$ cat config.mk
export PLATFORM = sky130hd
export DESIGN_NAME = positional_insert_delete_array_unit
export DESIGN_NICKNAME = d
export VERILOG_FILES = /design/src/rtl/pida_pkg.sv /design/src/rtl/pida_cell.sv /design/src/rtl/positional_insert_delete_array_unit.sv
export SDC_FILE = /design/constraint.sdc
export NUM_CORES = 1
export LEC_CHECK = 0
export BUFFER_PORTS_ARGS = -buffer_cell sky130_fd_sc_hd__buf_2
export CORE_AREA = 5 5 262 366
export DETAILED_ROUTE_END_ITERATION = 7
export DIE_AREA = 0 0 267 371
export SLEW_MARGIN = 20
export SYNTH_ARGS = -nofsm -noshare
export SYNTH_HDL_FRONTEND = slang
export SYNTH_SLANG_ARGS = --single-unit
export TNS_END_PERCENT = 10
$ cat constraint.sdc
create_clock -name clk_i -period 5.4 [get_ports clk_i]
set_input_delay 0.54 -clock clk_i [delete_from_list [all_inputs] [get_ports clk_i]]
set_output_delay 0.54 -clock clk_i [all_outputs]
set_load 0.005 [all_outputs]
$ cat src/rtl/pida_pkg.sv
`default_nettype none

package pida_pkg;

  // Default number of entries.
  localparam int unsigned DefaultDepth = 16;

  localparam int unsigned WordW = 32;
  localparam int unsigned ReqW  = 3;
  localparam int unsigned ErrW  = 2;

  typedef enum logic [ReqW-1:0] {
    REQ_READ   = 3'd0,
    REQ_WRITE  = 3'd1,
    REQ_INSERT = 3'd2,
    REQ_DELETE = 3'd3,
    REQ_RESIZE = 3'd4
  } pida_req_e;

  typedef enum logic [ErrW-1:0] {
    ERR_OK     = 2'd0,
    ERR_POS    = 2'd1,
    ERR_FULL   = 2'd2,
    ERR_LENGTH = 2'd3
  } pida_err_e;

  // Per-cycle command broadcast to every cell; only one bit is high at a time.
  typedef struct packed {
    logic do_write;
    logic do_insert;
    logic do_delete;
    logic do_resize;
  } pida_cmd_t;

endpackage

`default_nettype wire

$ cat src/rtl/pida_cell.sv
`default_nettype none

module pida_cell #(
  parameter int unsigned IDX = 0,
  parameter int unsigned PW  = 4,
  parameter int unsigned LW  = 5
) (
  input  wire logic                         clk_i,
  input  wire pida_pkg::pida_cmd_t          cmd_i,
  input  wire logic [PW-1:0]                pos_i,
  input  wire logic [LW-1:0]                len_i,
  input  wire logic [LW-1:0]                new_len_i,
  input  wire logic [pida_pkg::WordW-1:0]   word_i,
  input  wire logic [pida_pkg::WordW-1:0]   left_i,
  input  wire logic [pida_pkg::WordW-1:0]   right_i,
  output logic      [pida_pkg::WordW-1:0]   data_o
);

  localparam logic [LW-1:0] Idx = LW'(IDX);

  logic [pida_pkg::WordW-1:0] data_q, data_d;
  logic [LW-1:0]              pos_x;
  logic                       at_pos, past_pos, below_len, in_tail, in_grow;

  assign pos_x     = LW'(pos_i);
  assign at_pos    = (Idx == pos_x);
  assign past_pos  = (Idx > pos_x);
  assign below_len = (Idx < len_i);
  // i + 1 < len: this cell takes its right neighbor on a delete
  assign in_tail   = ({1'b0, Idx} + (LW+1)'(1)) < {1'b0, len_i};
  assign in_grow   = !below_len && (Idx < new_len_i);

  always_comb begin
    data_d = data_q;
    if (cmd_i.do_write && at_pos) begin
      data_d = word_i;
    end else if (cmd_i.do_insert) begin
      if (at_pos) begin
        data_d = word_i;
      end else if (past_pos && (Idx <= len_i)) begin
        data_d = left_i;
      end
    end else if (cmd_i.do_delete) begin
      if ((at_pos || past_pos) && in_tail) begin
        data_d = right_i;
      end
    end else if (cmd_i.do_resize && in_grow) begin
      data_d = '0;
    end
  end

  always_ff @(posedge clk_i) begin
    data_q <= data_d;
  end

  assign data_o = data_q;

endmodule

`default_nettype wire

$ cat src/rtl/positional_insert_delete_array_unit.sv
// Positional insert/delete array: a list of up to DEPTH signed 32-bit words
// held in a row of cells, one word per cell, each cell loading from its left
// or right neighbor so an insert or delete shifts the whole tail at once.
//
// Request channel (req_valid_i / req_ready_o): req_type_i selects read,
// write, insert, delete or resize; position_i, word_in_i and new_length_i
// are its operands. Response channel (rsp_valid_o / rsp_ready_i) carries
// word_out_o (read data, zero otherwise), length_now_o (length after the
// request) and error_code_o. Refused requests change nothing.
//
// The response is registered for the cycle after acceptance. Throughput: one
// request per cycle unless the receiver stalls; decode and cell update set it.
// The response sits in an output register: a new request is taken in the
// same cycle the held response is taken, so a stalled receiver holds the
// response and blocks further requests until it is consumed.
//
// Reset clears the length to zero and drops any pending response. Cell
// contents are not reset; growing by resize zeroes the new cells.
`default_nettype none

module positional_insert_delete_array_unit #(
  parameter int unsigned DEPTH = pida_pkg::DefaultDepth,
  localparam int unsigned PW   = $clog2(DEPTH),
  localparam int unsigned LW   = $clog2(DEPTH + 1)
) (
  input  wire logic                              clk_i,
  input  wire logic                              rst_ni,
  // request
  input  wire logic                              req_valid_i,
  output logic                                   req_ready_o,
  input  wire logic [pida_pkg::ReqW-1:0]         req_type_i,
  input  wire logic [PW-1:0]                     position_i,
  input  wire logic signed [pida_pkg::WordW-1:0] word_in_i,
  input  wire logic [LW-1:0]                     new_length_i,
  // response
  output logic                                   rsp_valid_o,
  input  wire logic                              rsp_ready_i,
  output logic signed [pida_pkg::WordW-1:0]      word_out_o,
  output logic [LW-1:0]                          length_now_o,
  output logic [pida_pkg::ErrW-1:0]              error_code_o
);

  localparam logic [LW-1:0] DepthL = LW'(DEPTH);

  logic                       accept;
  logic [LW-1:0]              len_q, len_d;
  logic [LW-1:0]              pos_x;
  pida_pkg::pida_cmd_t        cmd;
  pida_pkg::pida_err_e        err;
  logic [pida_pkg::WordW-1:0] rd_data;
  logic [pida_pkg::WordW-1:0] cell_data [DEPTH];

  logic                       rsp_valid_q;
  logic [pida_pkg::WordW-1:0] word_out_q;
  logic [LW-1:0]              length_now_q;
  pida_pkg::pida_err_e        error_code_q;

  // Take a request whenever the output register is free or being drained.
  assign req_ready_o = !rsp_valid_q || rsp_ready_i;
  assign accept      = req_valid_i && req_ready_o;
  assign pos_x       = LW'(position_i);

  // Request decode: bounds checks, next length and the cell command.
  always_comb begin
    err     = pida_pkg::ERR_OK;
    len_d   = len_q;
    rd_data = '0;
    cmd     = '0;
    case (pida_pkg::pida_req_e'(req_type_i))
      pida_pkg::REQ_READ: begin
        if (pos_x >= len_q) begin
          err = pida_pkg::ERR_POS;
        end else begin
          rd_data = cell_data[position_i];
        end
      end
      pida_pkg::REQ_WRITE: begin
        if (pos_x >= len_q) begin
          err = pida_pkg::ERR_POS;
        end else begin
          cmd.do_write = 1'b1;
        end
      end
      pida_pkg::REQ_INSERT: begin
        // position equal to length appends; range is checked before fullness
        if (pos_x > len_q) begin
          err = pida_pkg::ERR_POS;
        end else if (len_q >= DepthL) begin
          err = pida_pkg::ERR_FULL;
        end else begin
          cmd.do_insert = 1'b1;
          len_d         = len_q + LW'(1);
        end
      end
      pida_pkg::REQ_DELETE: begin
        if (pos_x >= len_q) begin
          err = pida_pkg::ERR_POS;
        end else begin
          cmd.do_delete = 1'b1;
          len_d         = len_q - LW'(1);
        end
      end
      pida_pkg::REQ_RESIZE: begin
        if (new_length_i > DepthL) begin
          err = pida_pkg::ERR_LENGTH;
        end else begin
          cmd.do_resize = 1'b1;
          len_d         = new_length_i;
        end
      end
      default: begin
        // unknown request type: no change, no error
      end
    endcase
    if (!accept) begin
      cmd = '0;
    end
  end

  // Row of cells; cell i sees cell i-1 on its left and cell i+1 on its right.
  for (genvar g = 0; g < DEPTH; g++) begin : g_cell
    logic [pida_pkg::WordW-1:0] left_w, right_w;
    if (g == 0) begin : g_first
      assign left_w = '0;
    end else begin : g_mid_l
      assign left_w = cell_data[g-1];
    end
    if (g == DEPTH - 1) begin : g_last
      assign right_w = '0;
    end else begin : g_mid_r
      assign right_w = cell_data[g+1];
    end

    pida_cell #(
      .IDX (g),
      .PW  (PW),
      .LW  (LW)
    ) u_cell (
      .clk_i     (clk_i),
      .cmd_i     (cmd),
      .pos_i     (position_i),
      .len_i     (len_q),
      .new_len_i (new_length_i),
      .word_i    (word_in_i),
      .left_i    (left_w),
      .right_i   (right_w),
      .data_o    (cell_data[g])
    );
  end

  always_ff @(posedge clk_i or negedge rst_ni) begin
    if (!rst_ni) begin
      len_q       <= '0;
      rsp_valid_q <= 1'b0;
    end else begin
      if (accept) begin
        len_q       <= len_d;
        rsp_valid_q <= 1'b1;
      end else if (rsp_ready_i) begin
        rsp_valid_q <= 1'b0;
      end
    end
  end

  // Response payload, loaded only on an accepted request.
  always_ff @(posedge clk_i) begin
    if (accept) begin
      word_out_q   <= rd_data;
      length_now_q <= len_d;
      error_code_q <= err;
    end
  end

  assign rsp_valid_o  = rsp_valid_q;
  assign word_out_o   = word_out_q;
  assign length_now_o = length_now_q;
  assign error_code_o = error_code_q;

`ifndef ASSERT_OFF
  a_len_bound: assert property (@(posedge clk_i) disable iff (!rst_ni)
    len_q <= DepthL)
    else $error("length exceeds depth");

  a_rsp_len: assert property (@(posedge clk_i) disable iff (!rst_ni)
    rsp_valid_o |-> length_now_o == len_q)
    else $error("response length differs from stored length");

  a_err_no_data: assert property (@(posedge clk_i) disable iff (!rst_ni)
    (rsp_valid_o && error_code_o != pida_pkg::ERR_OK) |-> word_out_o == '0)
    else $error("refused request returned data");

  a_insert_grows: assert property (@(posedge clk_i) disable iff (!rst_ni)
    (accept && cmd.do_insert) |=> len_q == $past(len_q) + LW'(1))
    else $error("insert did not grow length");

  a_delete_shrinks: assert property (@(posedge clk_i) disable iff (!rst_ni)
    (accept && cmd.do_delete) |=> len_q == $past(len_q) - LW'(1))
    else $error("delete did not shrink length");

  a_refused_hold: assert property (@(posedge clk_i) disable iff (!rst_ni)
    (accept && err != pida_pkg::ERR_OK) |=> $stable(len_q))
    else $error("refused request changed length");
`endif

endmodule

`default_nettype wire
**Word-level counts from Yosys, hierarchy flattened**

Index checks and enable logic that the tools add are counted.

- Equal/unequal tests: 51
- Bitwise operators: 2
- Reduce and logical (&&, ||, !) cells: 152
- $lt $le $gt $ge: 85
- Mux-type cells: 136
- Add/sub/neg operators: 2

Operator list:

| operator | number |
|---|---|
| two-way mux 32 bit | 114 |
| binary-select mux 32 bit (select 4 bit) | 1 |
| != test 4 x 1 -> 1 bit (second input constant) | 32 |
| < comparator 4 x 5 -> 1 bit (first input constant) | 24 |
| logical AND 1 bit | 81 |
| nonzero test 4 bit | 16 |
| < comparator 3 x 5 -> 1 bit (first input constant) | 12 |
| AND reduction 3 bit | 16 |
| <= comparator 4 x 5 -> 1 bit (first input constant) | 8 |
| == test 4 bit (first input constant) | 8 |
| > comparator 4 bit (first input constant) | 8 |
| < comparator 2 x 5 -> 1 bit (first input constant) | 6 |
| < comparator 1 x 5 -> 1 bit (first input constant) | 5 |
| <= comparator 3 x 5 -> 1 bit (first input constant) | 4 |
| two-way mux 5 bit | 4 |
| zero test 1 bit | 17 |
| logical OR 1 bit | 17 |
| == test 3 x 4 -> 1 bit (first input constant) | 4 |
| > comparator 3 x 4 -> 1 bit (first input constant) | 4 |
| case mux 5 bit (3 select lines) | 1 |
| two-way mux 1 bit | 11 |
| >= comparator 5 bit (second input constant) | 2 |
| <= comparator 1 x 5 -> 1 bit (first input constant) | 2 |
| <= comparator 2 x 5 -> 1 bit (first input constant) | 2 |
| 23 further kinds | 29 |

- Logic and storage cells: 449
- Output and inout bits: 41
- Bits in registers: 557

**Depth between registers and ports, before layout**

Gate-level depths: netlist of the first run.

- Word-level depth: 10
- Depth in mapped cells: 14

**Modules after synthesis**

Synthesis of the first run repeated with hierarchy kept, for this count alone.

- Cells, all modules: 2902
- Area total of the unflattened synthesis: 36645.1 sq um

Modules (own cells, without submodules):

| module | cells each | area each (sq um) | instances | sequential area each (sq um) |
|---|---|---|---|---|
| positional_insert_delete_array_unit | 398 | 6043.3 | 1 | 1321.3 |
| pida_cell at g_cell[0].u_cell | 196 | 2293.4 | 1 | 960.9 |
| pida_cell at g_cell[3].u_cell | 159 | 2120.8 | 1 | 960.9 |
| pida_cell at g_cell[15].u_cell | 195 | 2104.5 | 1 | 960.9 |
| pida_cell at g_cell[11].u_cell | 191 | 2057.0 | 1 | 960.9 |
| pida_cell at g_cell[1].u_cell | 192 | 2042.0 | 1 | 960.9 |
| pida_cell at g_cell[8].u_cell | 158 | 1999.4 | 1 | 960.9 |
| pida_cell at g_cell[12].u_cell | 152 | 1923.1 | 1 | 960.9 |
| pida_cell at g_cell[4].u_cell | 151 | 1923.1 | 1 | 960.9 |
| pida_cell at g_cell[7].u_cell | 150 | 1911.8 | 1 | 960.9 |
| pida_cell at g_cell[5].u_cell | 150 | 1910.6 | 1 | 960.9 |
| pida_cell at g_cell[9].u_cell | 156 | 1829.3 | 1 | 960.9 |
| pida_cell at g_cell[13].u_cell | 157 | 1823.0 | 1 | 960.9 |
| pida_cell at g_cell[14].u_cell | 126 | 1699.1 | 1 | 960.9 |
| 3 more rows | - | - | - | - |

**Worst setup path after synthesis of the first run**

Ideal clock, no wire load.

- Kind: input port to flip-flop
- From: in position_i[0]
- To: reg g_cell[10].u_cell.data_q, in the netlist g_cell[10].u_cell.data_o[0], enable pin
- Arrival: 5204 ps
- Stages: 11
- Library setup time: 472 ps
- Data required time: 4928 ps
- Path slack: -275 ps
- Cell sequence: clkbuf_1 -> buf_2 -> buf_2 -> inv_1 -> ha_1 -> and3_1 -> nor4_1 -> nand2_1 -> buf_2 -> and4_1 -> o32ai_1

- Longest elaborated chain between the ends: 7
- Elaborated cells between the ends (all ways): 18

RTL lines:

| element | line | source |
|---|---|---|
| start: declaration | positional_insert_delete_array_unit.sv:32 | `input wire logic [PW-1:0] position_i,` |
| >= comparator 4 x 5 -> 1 bit | positional_insert_delete_array_unit.sv:78, positional_insert_delete_array_unit.sv:96 |  |
| two-way mux 1 bit | positional_insert_delete_array_unit.sv:78, positional_insert_delete_array_unit.sv:96 |  |
| two-way mux 1 bit | positional_insert_delete_array_unit.sv:69 | `case (pida_pkg::pida_req_e'(req_type_i))` |
| two-way mux 4 bit | positional_insert_delete_array_unit.sv:115 | `if (!accept) begin` |
| logical AND 1 bit | pida_cell.sv:35 | `if (cmd_i.do_write && at_pos) begin` |
| != test 4 x 1 -> 1 bit (no line) or nonzero test 4 bit (tied branches) | - |  |
| AND reduction 3 bit (no line) * | - |  |
| end signal: assignment | pida_cell.sv:53 | `data_q <= data_d;` |
| end: declaration | pida_cell.sv:21 | `logic [pida_pkg::WordW-1:0] data_q, data_d;` |

Every way passes the cells marked *; elsewhere a longest branch is shown, timed or not.
A chain may end at the register's enable or synchronous reset.

**Worst setup path after layout of the first run**

- From: reg len_q[3]
- To: reg g_cell[10].u_cell.data_q, in the netlist g_cell[10].u_cell.data_o[9], enable pin

- Longest elaborated chain between the ends: 7
- Elaborated cells between the ends (all ways): 23

RTL lines:

| element | line | source |
|---|---|---|
| start: declaration | positional_insert_delete_array_unit.sv:46 | `logic [LW-1:0] len_q, len_d;` |
| start signal: assignment | positional_insert_delete_array_unit.sv:157 | `len_q <= len_d;` |
| >= comparator 5 bit or >= comparator 4 x 5 -> 1 bit (tied branches) | positional_insert_delete_array_unit.sv:88, positional_insert_delete_array_unit.sv:78, positional_insert_delete_array_unit.sv:96 |  |
| two-way mux 1 bit (on tied branches) | positional_insert_delete_array_unit.sv:88, positional_insert_delete_array_unit.sv:78, positional_insert_delete_array_unit.sv:96 |  |
| two-way mux 1 bit (on tied branches) | positional_insert_delete_array_unit.sv:86, positional_insert_delete_array_unit.sv:69 |  |
| two-way mux 1 bit or two-way mux 4 bit (tied branches) | positional_insert_delete_array_unit.sv:69, positional_insert_delete_array_unit.sv:115 |  |
| two-way mux 4 bit or logical AND 1 bit (tied branches) | positional_insert_delete_array_unit.sv:115, pida_cell.sv:35 |  |
| != test 4 x 1 -> 1 bit (no line) or nonzero test 4 bit (tied branches) | - |  |
| AND reduction 3 bit (no line) * | - |  |

Marks and branches as above.

==> results.ini, run 1 <==
[layout]
fillers=8633
synthToLayoutAreaGrowth_pct=11.9
layout_common_cells=edfxtp_1, a221o_1, and2_1, mux4_2, nand2_1
drive_above_1_share=0.203
final_common_cell=edfxtp_1
multiInputGateArea_mm2=0.0142
regArea_mm2=0.0167
layout.cells.non_filler=3608
fin_nets=2410

[drt]
wl_mm=116
drt_iter0_markers=3139
via_per_inst=6.69
vias=24155
drc_errors=0
wl_per_cell_um=32.1
postRouteAntennaNets=0
dr.pass1.iters=6

[clock_tree]
root_buffer=clkbuf_16
cts_tree=yes
clk_latency_ns=0.66
cts_buffers=55
cts_hold_buf=1
htree_levels=2
clock_sinks=557
clkTransAtPathRegs_ns=0.07
max-clock-path-buffers=3
post_cts_buffers=0
post_cts_resized=0

[global_routing]
grt_pass1_wl_mm=168
use_met1=0.276
grt.busiest_layer=met2
grt_max_degree=298
grt_use_total=0.225
antenna_found_initial=10
use_met3=0.0449
grt_overflow=0
met2_usage=0.369
grt_pass1_vias=24543

[synthesis]
synth.distinct_cells=69
synthXorXnorAreaFrac=0.000550
synth-compound-area-share=0.189
async_reset_ff_frac=0.0108
synthSimpleGateAreaFrac=0.128
synth_top_family_by_area=compound AO/OA/AOI/OAI gates
synth_flop_cell=edfxtp_1
yosysSeqAreaShare=0.524
synth_fa_ha_area_frac=0.00353
synth.avg_cell_area_um2=13.2
synth.cell_area_mm2=0.0319
synth_nets=2462
yosys-mux-area-fraction=0.113
yosysWarnings=0
ys_ff_latch=557
synth_edf_count=551
syn_inst=2405

[outcome]
status=complete, no violations

[floorplanning]
fp-row-count=132
fp.dieH_um=371
die_area_mm2=0.0991
core_area_mm2=0.0922
fp.dieW_um=267
initial_core_util=0.346
io_pins=89

[timing]
report.final.slew_viol_count=0
max_freq_mhz=223
setup_viol=0
tightest_slew_ns=1.20
finalHoldViolCount=0
period_minus_slack_ns=4.48
clock_skew_ns=0.0382
fin_crit_sh=0.830
fin_ws_ns=0.916
max_slew_margin=0.202
rsz0062_at_grt=no

[pwr]
p_leak_uw=0.0122
power_density_mw_per_mm2=299
peakVddDrop_mv=0.246
total_power_uw=10700

[setup_path]
slowest_delay_ns=0.64
cp_max_fo=31
critPathBufInv=3
cp-start-kind=flip-flop
path_cells=inv_1 -> ha_1 -> and3b_1 -> o21a_1 -> o21ai_1 -> nand2_4 -> buf_4 -> and4_1 -> o32ai_4 -> buf_4
crit_family=buffers and inverters
crit_required_ns=5.68
timing.critical_path.mode_cell=buf_4
cp-end-kind=flip-flop
crit_path_top_delay_cell=o21ai_1
arrival_ns=4.76
path_class=reg -> reg

[placement]
numPortBuffers=88
place_worst_setup_slack_ns=0.824
dp.cells=3501
place.gp.congestion=0.889
dpl.hpwl_mm=67.6

[min_path]
hold_path.class=in -> reg

[run]
cap_violations=0

[cells in the mapped netlist (all sizes together) (33+ instances only)]
master,count,area share
nand2,108,0.013
mux4,160,0.11
a221o,450,0.14
edfxtp,551,0.52
and2,453,0.089
and3,37,0.0073
a21oi,84,0.015
nor2,34,0.0040
buf,152,0.023
clkbuf,141,0.017
a22o,33,0.0091
[worst reg2reg max path: stages, from the launching register on]
cell     delay [ns]
dfrtp_1        0.62
inv_1          0.26
ha_1           0.35
and3b_1        0.25
o21a_1         0.16
o21ai_1        0.64
nand2_4        0.30
buf_4          0.46
and4_1         0.31
o32ai_4        0.24
buf_4          0.50
[state kept, by name (all words and copies together), names as in the netlist]
register              count
g_cell.u_cell.data_o    512
word_out_o               32
len_q                     5
length_now_o              5
error_code_o              2
rsp_valid_o               1
[layout make-up]
| cell class | instances | area share |
|---|---|---|
| Antenna cell | 7 | 0.000491 |
| Clock buffer | 60 | 0.0391 |
| Clock inverter | 39 | 0.00878 |
| Inverter | 12 | 0.00126 |
| Multi-Input combinational cell | 1543 | 0.399 |
| Sequential cell | 557 | 0.468 |
| Tap cell | 1206 | 0.0423 |
| Timing Repair Buffer | 184 | 0.0405 |
[through the flow]
step	setup TNS (ns)	util	hold slack, ns	area (um2)
after global routing	0	0.387	0.147	35600
after CTS	0	0.387	0.130	35600
final	0	0.387	0.169	35600
after global placement	0	0.368	0.378	33900
after detailed placement	0	0.368	0.382	33900
after floorplan	-22.24	-	0.244	31900
[metal layers]
metal,up-vias,share of wire
met5,-,0.00011
met4,2,0.066
met3,407,0.096
met2,1643,0.48
met1,12372,0.36
li1,9731,-
[logic make-up (layout without fill, tap and decap cells)]
logic type,Yosys count,after routing
adder cells (fa/ha/maj),9,9
AND/OR/NAND/NOR,708,708
flip-flops,557,557
XOR/XNOR,2,2
multiplexers,161,161
buffers and inverters,305,295
AO/OA/AOI/OAI,663,663
other,0,7
[final timing paths]
check | from | end | slack (ns) | cells past startpoint
min | req_valid_i | rsp_valid_o | 0.17 | 3
max | len_q[3] | g_cell[10].u_cell.data_o[9] | 0.92 | 10
min reg2reg | g_cell[0].u_cell.data_o[26] | g_cell[1].u_cell.data_o[26] | 0.58 | 1
max in group asynchronous | rst_ni | len_q[0] | 4.99 | 2
min in group asynchronous | rst_ni | len_q[2] | 0.25 | 2
max reg2reg | len_q[3] | g_cell[10].u_cell.data_o[9] | 0.92 | 10
[power by group]
| group | total, uW | internal (uW) | switching, uW |
|---|---|---|---|
| clock | 3810 | 2020 | 1790 |
| combinational | 1740 | 608 | 1130 |
| sequential | 5110 | 4980 | 130 |
(Power assumes the default switching activity.)
==> run 2, diff against run 1 <==
- clock period: 5.4 -> 4.34 ns (I/O delays scaled with it)
==> run 2 against run 1 <==
Against the previous run: power grew 24%; clock skew shrank 0.024 ns; clock power rose by 22%; cell count rose by 0.42%; worst hold slack got worse by 0.12 ns; wire length decreased by 2.0%; die area is the same; fmax up 12%; core utilization about the same; critical path type unchanged; largest power group unchanged.
==> results.ini, run 2 (synthesized netlist as in run 1, its figures left out) <==
[timing]
max_freq_mhz=249  ; +12%
fin_crit_sh=0.926  ; +0.0958
rsz0062_at_grt=no
finalHoldViolCount=0  ; unchanged
fin_ws_ns=0.321  ; -0.596 ns
max_slew_margin=0.00375  ; -0.199
tightest_slew_ns=1.49  ; +0.298 ns
clock_skew_ns=0.0143  ; -0.0239 ns
report.final.slew_viol_count=0  ; unchanged
setup_viol=0  ; unchanged
fin_setup_tns_ns=0  ; unchanged
period_minus_slack_ns=4.02  ; -0.464 ns

[placement]
place_worst_setup_slack_ns=0.585  ; -0.238 ns
placed_area_mm2=0.0340  ; +0.15%
place.gp.congestion=0.908  ; +2.2%
dpl.hpwl_mm=71.7  ; +6.1%
numPortBuffers=88  ; unchanged

[setup_path]
path_cells=inv_1 -> buf_4 -> ha_1 -> nor2b_1 -> o21ai_0 -> and4_4 -> buf_12 -> and2_1 -> a221o_1
crit_family=simple AND/OR/NAND/NOR gates
critPathBufInv=3  ; unchanged
arrival_ns=4.53  ; -0.23 ns
path_class=reg -> reg
cp_max_fo=294  ; +850%
worstRegToRegCells=9  ; -1
cp-start-kind=flip-flop
path_depth=9  ; -1
cp-end-kind=flip-flop
r2r_slack_ns=0.32  ; -0.60 ns
crit_path_top_delay_cell=dfrtp_1
slowest_delay_ns=0.57  ; -0.07 ns
crit_required_ns=4.85  ; -0.83 ns

[clock_tree]
post_cts_buffers=0  ; unchanged
root_buffer=clkbuf_16
clk_latency_ns=0.64  ; -0.02 ns
max-clock-path-buffers=3  ; unchanged
clock_sinks=557  ; unchanged
cts_tree=yes
clkTransAtPathRegs_ns=0.07  ; about the same
htree_levels=2  ; unchanged
cts_buffers=53  ; -3.6%

[layout]
drive_above_1_share=0.205  ; +0.00214
synthToLayoutAreaGrowth_pct=11.8  ; about the same
layout_common_cells=edfxtp_1, a221o_1, and2_1, mux4_2, nand2_1
fin_nets=2424  ; +0.58%
largest_reg_flops=512  ; unchanged
final_common_cell=edfxtp_1
finalInstanceArea_mm2=0.0356  ; about the same
fillers=8623  ; -0.12%

[drt]
via_per_inst=6.55  ; -2.2%
drc_errors=0  ; unchanged
vias=23729  ; -1.8%
wl_mm=114  ; -2.0%
wl_per_cell_um=31.3  ; -2.4%
postRouteAntennaNets=0  ; unchanged
dr.pass1.iters=6  ; unchanged
drt_iter0_markers=2822  ; -10%

[floorplanning]
die_area_mm2=0.0991  ; unchanged
io_pins=89  ; unchanged
initial_core_util=0.346  ; unchanged
fp-row-count=132  ; unchanged
fp.dieW_um=267  ; unchanged
fp.dieH_um=371  ; unchanged
core_area_mm2=0.0922  ; unchanged

[outcome]
status=complete, no violations

[pwr]
power_density_mw_per_mm2=370  ; +24%
peakVddDrop_mv=0.273  ; +11%
p_leak_uw=0.0122  ; +0.22%

[min_path]
hold_path.class=in -> reg
holdPathStages=3  ; unchanged

[global_routing]
grt_pass1_wl_mm=165  ; -1.4%
antenna_found_initial=11  ; +1
grt_pass1_vias=23568  ; -4.0%
grt_overflow=0  ; unchanged
grt_use_total=0.221  ; -0.00410
grt_max_degree=295  ; -1.0%

[run]
cap_violations=0  ; unchanged

[run 2: metal layers]
metal,track usage,vias up,wire length (um)
met5,0,-,13
met4,0.107,2,6070
met3,0.0390,283,9250
met2,0.380,1451,56800
met1,0.268,12229,41500
li1,-,9764,-
[run 2: layout make-up]
cell class,count,area [um2],share of cell area
clock buffers,63,1360,0.0383
clock inverters,34,253,0.00709
diodes,8,20.0,0.000562
multi-input cells,1543,14200,0.399
inverters,12,45.0,0.00126
well taps,1206,1510,0.0423
flip-flops and latches,557,16700,0.469
repair buffers,200,1520,0.0427
[run 2: worst paths after layout]
path,start,end
worst max register to register,len_q[1],g_cell[11].u_cell.data_o[9]
worst min-delay path,req_valid_i,rsp_valid_o
worst min register to register,g_cell[0].u_cell.data_o[2],g_cell[1].u_cell.data_o[2]
min in group asynchronous,rst_ni,len_q[0]
worst max-delay path,len_q[1],g_cell[11].u_cell.data_o[9]
max in group asynchronous,rst_ni,len_q[4]
[run 2: where the power goes]
group          leakage (uW)  switching (uW)  internal (uW)
Clock              0.000787            2200           2420
Combinational       0.00618            1410            798
Sequential          0.00526             167           6190
Total                0.0122            3780           9410
[run 2: timing repair]
item                                   4_1_cts  5_1_grt
endpoints found under the hold margin        6        0
resized for setup                            0        0
hold buffers                                 1        0
[run 2: metrics by stage]
step                       util  hold slack (ns)  cells  power (uW)
after global placement    0.368            0.287   3514        8620
after detailed placement  0.368            0.292   3516        8640
final                     0.387           0.0505   3623       13200
after CTS                 0.386           0.0176   3614       13200
after global routing      0.387           0.0545   3619       13600
after floorplan               -            0.138   2405        7740
[run 2: worst min-delay path: cells and delay by family]
family                 cells  cell delay (ns)
AND/OR/NAND/NOR            1             0.06
buffers and inverters      2             0.15
